==> config.mk <==
export PLATFORM = sky130hd
export DESIGN_NAME = svsd_ctrl
export DESIGN_NICKNAME = d
export VERILOG_FILES = /design/src/rtl/core/svsd_pkg.sv /design/src/rtl/core/svsd_ctrl.sv
export SDC_FILE = /design/constraint.sdc
export NUM_CORES = 1
export LEC_CHECK = 0
export ABC_AREA = 1
export BUFFER_PORTS_ARGS = -buffer_cell sky130_fd_sc_hd__buf_4
export CELL_PAD_IN_SITES_DETAIL_PLACEMENT = 0
export CELL_PAD_IN_SITES_GLOBAL_PLACEMENT = 1
export CORE_AREA = 2 2 39 41
export DETAILED_ROUTE_END_ITERATION = 6
export DIE_AREA = 0 0 41 43
export PLACE_DENSITY = 0.65
export SLEW_MARGIN = 10
export SYNTH_ARGS = -nofsm -noshare
export SYNTH_HDL_FRONTEND = slang
export SYNTH_SLANG_ARGS = --single-unit
==> constraint.sdc <==
create_clock -name i_clk -period 0.9 [get_ports i_clk]
set_input_delay 0.09 -clock i_clk [delete_from_list [all_inputs] [get_ports i_clk]]
set_output_delay 0.09 -clock i_clk [all_outputs]
set_load 0.02 [all_outputs]
==> src/rtl/core/svsd_pkg.sv <==
// ============================================================================
// svsd_pkg
// Shared types, op codes and controller states for the sparse vector store.
// ============================================================================
package svsd_pkg;

    localparam int TABLE_ENTRIES_DEF = 64;
    localparam int INDEX_BITS_DEF    = 16;
    localparam int VALUE_BITS_DEF    = 32;

    // Port field widths
    localparam int OP_W     = 3;
    localparam int IDX_W    = 16;
    localparam int VAL_W    = 32;
    localparam int STATUS_W = 2;
    localparam int COUNT_W  = 7;

    localparam logic [OP_W-1:0] OP_SET   = 3'd0;
    localparam logic [OP_W-1:0] OP_GET   = 3'd1;
    localparam logic [OP_W-1:0] OP_REM   = 3'd2;
    localparam logic [OP_W-1:0] OP_ADD   = 3'd3;
    localparam logic [OP_W-1:0] OP_DOT   = 3'd4;
    localparam logic [OP_W-1:0] OP_CLEAR = 3'd5;

    localparam logic [STATUS_W-1:0] ST_OK   = 2'd0;
    localparam logic [STATUS_W-1:0] ST_FULL = 2'd1;
    localparam logic [STATUS_W-1:0] ST_SAT  = 2'd2;

    typedef enum logic [2:0] {
        S_IDLE,
        S_SCAN,
        S_EXEC,
        S_MUL,
        S_ACC,
        S_OUT
    } t_state;

    // Controller to datapath commands
    typedef struct packed {
        logic load;      // capture input beat, start scan
        logic scan;      // advance scan pointer
        logic exec;      // perform table update / result formation
        logic mul;       // register product
        logic acc;       // accumulate product
        logic emit;      // present result beat
    } t_cmd;

    // Datapath to controller status
    typedef struct packed {
        logic scan_done;
        logic is_dot;
    } t_stat;

endpackage

==> src/rtl/core/svsd_ctrl.sv <==
// ============================================================================
// svsd_ctrl
// Sequencer: accept beat, scan table, optional multiply/accumulate, execute,
// hold result until taken.
// ============================================================================
module svsd_ctrl
    import svsd_pkg::*;
(
    input  logic  i_clk,
    input  logic  i_rst_n,
    input  logic  i_in_valid,
    output logic  o_in_ready,
    output logic  o_out_valid,
    input  logic  i_out_ready,
    input  t_stat i_stat,
    output t_cmd  o_cmd
);

    t_state r_state, n_state;

    // State register
    always_ff @(posedge i_clk) begin
        if (!i_rst_n) begin
            r_state <= S_IDLE;
        end else begin
            r_state <= n_state;
        end
    end

    // Next state and commands
    always_comb begin
        n_state     = r_state;
        o_cmd       = '0;
        o_in_ready  = 1'b0;
        o_out_valid = 1'b0;
        case (r_state)
            S_IDLE: begin
                // Hold off input beats while reset is asserted
                o_in_ready = i_rst_n;
                if (i_in_valid && i_rst_n) begin
                    o_cmd.load = 1'b1;
                    n_state    = S_SCAN;
                end
            end
            S_SCAN: begin
                o_cmd.scan = 1'b1;
                if (i_stat.scan_done) begin
                    n_state = i_stat.is_dot ? S_MUL : S_EXEC;
                end
            end
            S_MUL: begin
                o_cmd.mul = 1'b1;
                n_state   = S_ACC;
            end
            S_ACC: begin
                o_cmd.acc = 1'b1;
                n_state   = S_EXEC;
            end
            S_EXEC: begin
                o_cmd.exec = 1'b1;
                n_state    = S_OUT;
            end
            S_OUT: begin
                o_out_valid = 1'b1;
                o_cmd.emit  = 1'b1;
                if (i_out_ready) begin
                    n_state = S_IDLE;
                end
            end
            default: n_state = S_IDLE;
        endcase
    end

    // Input is taken only when no item is in flight
    a_one_item: assert property (@(posedge i_clk) disable iff (!i_rst_n)
        o_in_ready |-> !o_out_valid) else $error("ready while result pending");
    a_load_scan: assert property (@(posedge i_clk) disable iff (!i_rst_n)
        o_cmd.load |=> r_state == S_SCAN) else $error("load did not start scan");
    a_acc_exec: assert property (@(posedge i_clk) disable iff (!i_rst_n)
        o_cmd.acc |=> o_cmd.exec) else $error("accumulate not followed by exec");

endmodule

==> results of run 1 <==
==> layout by cell type, fill, tap and decap left out <==
cell type  count
a21oi_1        2
buf_4         14
buf_6          6
clkbuf_1       1
clkbuf_4       3
clkinv_4       1
dfxtp_2        2
dfxtp_4        1
inv_1          5
inv_2          2
nand2_1        4
nand2_2        2
nand3_1        1
nand3_2        2
nand4_1        2
nor2_1         5
nor2_2         1
nor2_4         2
nor3_2         1
nor3_4         1
o21ai_1        1
==> critical path: stages (launching register included) <==
cell and delay, ns:
dfxtp_2 0.35, buf_6 0.12, nor3_4 0.19, buf_6 0.14
==> synthesized netlist by cell type <==
master / n
nor2_1: 8
dfxtp_1: 3
nand2_1: 6
nand3_2: 2
buf_4: 1
nor3_1: 1
o21ai_1: 1
nor3_2: 1
nand4_1: 2
inv_1: 7
inv_2: 1
a21oi_1: 2
nand3_1: 1
==> power by group <==
part	switching, W	internal (W)	total [W]
registers	0.0000159	0.000145	0.000161
clock network	0.0000675	0.000166	0.000233
logic	0.000118	0.000105	0.000223
total	0.000201	0.000416	0.000618
==> area by class of cell <==
| type | count | area [um2] | area share (%) |
|---|---|---|---|
| Tap cell | 16 | 20.02 | 4.222 |
| Clock buffer | 4 | 26.28 | 5.541 |
| Multi-Input combinational cell | 24 | 153.9 | 32.45 |
| Sequential cell | 3 | 66.31 | 13.98 |
| Inverter | 8 | 35.03 | 7.388 |
| Timing Repair Buffer | 20 | 172.7 | 36.41 |
==> metrics by stage <==
| stage | hold slack (ns) | total power (W) | cells | TNS (ns) | worst slack [ns] |
|---|---|---|---|---|---|
| after global routing | 0.1471 | 0.0006660 | 75 | -2.378 | -0.2925 |
| after floorplan | 0.2073 | 0.0002689 | 36 | -0.1694 | -0.05070 |
| final | 0.1368 | 0.0006175 | 75 | -1.721 | -0.2260 |
| after global placement | 0.3633 | 0.0003382 | 66 | -0.1247 | -0.04130 |
| after CTS | 0.1335 | 0.0006040 | 73 | -1.838 | -0.2296 |
| after detailed placement | 0.3695 | 0.0003374 | 66 | -0.1387 | -0.05711 |
==> final timing paths <==
| path | endpoint | slack, ns | cells after the start |
|---|---|---|---|
| worst min-delay path | r_state[0] | 0.14 | 3 |
| worst min register to register | r_state[1] | 0.65 | 4 |
| worst max-delay path | o_cmd[0] | -0.23 | 3 |
| worst max register to register | r_state[0] | -0.11 | 5 |
==> cell families (layout without fill, tap and decap cells) <==
kind of cell | count (synthesis) | after routing
buffers and inverters | 9 | 32
and+or+nand+nor | 21 | 21
AOI/OAI and AO/OA | 3 | 3
DFF | 3 | 3
==> per-layer routing <==
| layer | up-vias | wire length (um) | track usage, % |
|---|---|---|---|
| li1 | 158 | - | - |
| met1 | 127 | 251 | 8.626 |
| met2 | 9 | 359 | 13.44 |
| met3 | 0 | 58 | 4.712 |
| met4 | 0 | 0 | 6.000 |
| met5 | - | 0 | 0 |
==> repair_timing <==
action / 4_1_cts / 5_1_grt
setup endpoints to repair: 10 / 11
pin swaps: 2 / 2
resized for setup: 8 / 10
hold endpoints to repair: 0 / 0
buffers inserted: 3 / 2
==> impl_metrics.py, run 1 <==
metrics = {
    "run_status": {
        "outcome": "finished, violations left",
        "violations": "negative setup slack",
    },
    "timing": {
        "setup_ws_ns": -0.2260,
        "rsz0062_at_grt": "yes",
        "fmax_mhz": 888.1,
        "maxSlewViolCount": 0,
        "hold_violations": 0,
        "relSlewSlack_pct": 88.09,
        "final-setup-viol-count": 11,
        "tightest_slew_ns": 0.1780,
        "skew_ns": 0.005274,
        "fin_crit_sh_pct": 125.1,
        "min_period_ns": 1.126,
    },
    "clocking": {
        "numCtsBuffers": 3,
        "cts_tree": "built",
        "cts_num_sinks": 3,
        "insertion_delay_ns": 0.23,
        "cts_root_buf": "clkbuf_4",
        "cts_max_path_buffers": 2,
        "path_clk_slew_ns": 0.04,
        "ctsHoldBuffers": 0,
        "cts_max_level": 1,
    },
    "yosys": {
        "yosys.area.top_type": "dfxtp_1",
        "netlist.area_leader.share_pct": 27.59,
        "synth_seq_area_share_pct": 27.59,
        "yosys_warnings": 0,
        "syn_inst": 36,
        "synth_top_family_by_area": "simple AND/OR/NAND/NOR gates",
        "netlist_top_cells_area": "dfxtp_1 (28%), nor2_1 (14%), inv_1 (12%)",
        "yosys_register_bits": 3,
        "avgSynthCellArea_um2": 6.047,
        "synth-compound-area-share_pct": 6.897,
        "yosysUniqueCellTypes": 13,
        "synth-adder-area-share_pct": 0,
        "synth_xor_area_share_pct": 0,
        "synthesis.nets": 42,
        "synth_area_um2": 217.7,
        "synth-simple-area-share_pct": 48.28,
        "yosys-mux-area-fraction_pct": 0,
    },
    "route": {
        "vias": 294,
        "routed_via_density": 3.920,
        "wire_per_inst_um": 8.920,
        "dr.pass1.iters": 2,
        "ant_nets": 0,
        "drc": 0,
        "drtIter0Drc": 6,
        "wl_um": 669,
    },
    "place": {
        "io_buffers": 13,
        "dp_hpwl_um": 477.5,
        "gp_congestion": 0.7221,
        "postPlaceCellArea_um2": 357.8,
    },
    "final_layout": {
        "n_antenna_cell": 0,
        "largest_register_ff_count": 3,
        "nets": 66,
        "finalInstanceArea_um2": 474.2,
        "nFillCells": 156,
        "largestRegisters": "r_state (3)",
        "layout-drive-gt1-share_pct": 64.41,
        "area_growth_pct": 117.8,
        "largest-register": "r_state",
        "final_core_util_pct": 34.27,
    },
    "worst_setup_path": {
        "cp_max_fo": 4,
        "worstSetupStartpoint": "r_state[1]",
        "rr_startpoint": "r_state[0]",
        "cp_data_arrival_time_ns": 1.04,
        "crit_path_end_kind": "primary output",
        "path_class": "flip-flop to primary output",
        "start_kind": "flip-flop",
        "cp.required_ns": 0.81,
    },
    "global_routing": {
        "grt-ovfl-total": 0,
        "track_usage_pct": 8.818,
        "grt_pass1_wl_mm": 1.000,
        "grt_max_degree": 9,
        "antenna_found_initial": 0,
        "first_global_vias": 270,
    },
    "hold_path": {
        "min_from": "i_rst_n",
        "hold_class": "primary input to flip-flop",
    },
    "floorplanning": {
        "fp-row-count": 14,
        "die_y_um": 43,
        "pin_count": 14,
        "core_um2": 1384,
        "die_w_um": 41,
        "floorplan.initialDensity_pct": 15.73,
        "die_area_um2": 1763,
    },
    "job": {
        "cap_violations": 0,
    },
    "pwr": {
        "power_density_nw_per_um2": 1302,
        "power.leakage_nw": 0.2401,
        "ir_worst_vdd_mv": 0.4981,
    },
}
(Power assumes the default switching activity.)
==> run 2: changes to the inputs <==
REMOVE_ABC_BUFFERS = 1   (was unset)
SLEW_MARGIN = 30   (was 10)
==> run 2 against run 1 <==
The run still ends with negative setup slack left. First-iteration DRC count fell by 50%. Routed wire length shrank 4.5%. Non-clock buffer count fell by 1.
==> impl_metrics.py, run 2 (same netlist as run 1, synthesis figures left out) <==
metrics = {
    "global_routing": {
        "use_met3_pct": 3.141,
        "grt-ovfl-total": 0,
        "track_usage_pct": 8.936,
        "antenna_found_initial": 0,
        "first_global_vias": 264,
        "use_met2_pct": 11.56,
        "grtUsageMet1_pct": 9.968,
        "gr-max-usage-layer": "met2",
        "grt_pass1_wl_um": 972,
        "grt_max_degree": 8,
    },
    "pwr": {
        "ir_worst_vdd_mv": 0.3695,
        "power.leakage_nw": 0.2363,
        "power_density_nw_per_um2": 1375,
    },
    "final_layout": {
        "layout.cells.most_common_list": "buf_4 (16), nor2_1 (6), nand2_1 (4), inv_1 (4)",
        "largest-register": "r_state",
        "largestRegisters": "r_state (3)",
        "n_antenna_cell": 0,
        "area_growth_pct": 112.1,
        "final_core_util_pct": 33.36,
        "layout-drive-gt1-share_pct": 65.52,
        "final_common_cell": "buf_4",
        "nets": 65,
        "largest_register_ff_count": 3,
    },
    "clocking": {
        "ctsHoldBuffers": 0,
        "path_clk_slew_ns": 0.04,
        "cts_max_level": 1,
        "insertion_delay_ns": 0.23,
        "cts_tree": "built",
        "cts_root_buf": "clkbuf_4",
        "cts_max_path_buffers": 2,
        "numCtsBuffers": 3,
        "cts_num_sinks": 3,
    },
    "timing": {
        "fin_tns_setup_ns": -1.579,
        "rsz0062_at_grt": "yes",
        "hold_violations": 0,
        "skew_ns": 0.0009100,
        "maxSlewViolCount": 0,
        "fin_crit_sh_pct": 122.1,
        "fmax_mhz": 909.7,
        "tightest_slew_ns": 0.1535,
        "min_period_ns": 1.099,
        "relSlewSlack_pct": 89.71,
        "setup_ws_ns": -0.1993,
        "final-setup-viol-count": 11,
    },
    "hold_path": {
        "min_from": "i_rst_n",
        "hold_class": "primary input to flip-flop",
    },
    "run_status": {
        "violations": "negative setup slack",
        "outcome": "finished, violations left",
    },
    "floorplanning": {
        "core_um2": 1384,
        "die_w_um": 41,
        "die_area_um2": 1763,
        "floorplan.initialDensity_pct": 15.73,
        "die_y_um": 43,
        "pin_count": 14,
        "fp-row-count": 14,
    },
    "worst_setup_path": {
        "crit_path_end_kind": "primary output",
        "cp_data_arrival_time_ns": 1.01,
        "cp.required_ns": 0.81,
        "worstSetupStartpoint": "r_state[0]",
        "rr_startpoint": "r_state[2]",
        "critical_path.slowest_cell": "dfxtp_4",
        "crit_chain": "nor2_4, nand2_2, nor2_2, buf_6",
        "path_class": "flip-flop to primary output",
        "start_kind": "flip-flop",
        "cp_max_fo": 6,
        "max_stage_delay_ns": 0.36,
    },
    "route": {
        "dr.pass1.iters": 4,
        "drtIter0Drc": 3,
        "wl_um": 639,
        "routed_via_density": 3.851,
        "vias": 285,
        "drc": 0,
        "ant_nets": 0,
        "wire_per_inst_um": 8.635,
    },
    "job": {
        "cap_violations": 0,
    },
    "place": {
        "dp_hpwl_um": 428.3,
        "io_buffers": 13,
        "gp_congestion": 0.7436,
    },
}
run 2: cell count changes in the layout (fill, tap and decap cells not counted), sizes merged:
cell / previous run / this run
inv: 7 / 8
buf: 20 / 19
clkinv: 1 / 0
run 2: layer usage:
| metal | part of all wire, % | vias to the layer above |
|---|---|---|
| met5 | 0 | - |
| met4 | 3.0 | 0 |
| met3 | 6.4 | 2 |
| met2 | 49 | 11 |
| met1 | 42 | 115 |
| li1 | - | 157 |
run 2: final timing paths:
| kind | to | slack (ns) | cells after the start |
|---|---|---|---|
| worst max-delay path | o_in_ready | -0.20 | 4 |
| worst max register to register | r_state[0] | -0.09 | 6 |
| worst min-delay path | r_state[0] | 0.1 | 3 |
| worst min register to register | r_state[2] | 0.55 | 2 |
run 2: what timing repair did:
item,4_1_cts,5_1_grt
buffers inserted,4,2
pin swaps,4,3
setup endpoints to repair,10,11
resized for setup,13,10
run 2: metrics by stage:
step / total power (W) / hold WS [ns] / worst slack, ns / cells / instance area [um2]
after global routing: 0.0006793 / 0.1055 / -0.2487 / 74 / 461.7
after floorplan: 0.0002602 / 0.2170 / -0.5148 / 35 / 210.2
after CTS: 0.0006089 / 0.09657 / -0.1984 / 73 / 420.4
after global placement: 0.0003307 / 0.3575 / -0.03917 / 65 / 335.3
final: 0.0006348 / 0.09862 / -0.1993 / 74 / 461.7
after detailed placement: 0.0003282 / 0.3455 / -0.05137 / 65 / 335.3
run 2: power by group:
part	total, W	internal, W	switching (W)
Sequential	0.000160	0.000141	0.0000190
Clock	0.000240	0.000166	0.0000737
Combinational	0.000234	0.000118	0.000116
run 2: critical path: cells and delay by family (launching register included):
family,cells,cell delay (ns)
flops,1,0.36
simple gates,3,0.29
buf+inv,1,0.12
run 2: area by class of cell:
class                           count  area, um2
Tap cell                           16      20.02
Clock buffer                        4      26.28
Multi-Input combinational cell     24      152.6
Timing Repair Buffer               19      153.9
Sequential cell                     3      71.32
Inverter                            8      37.54
Fill cell                         150      922.1
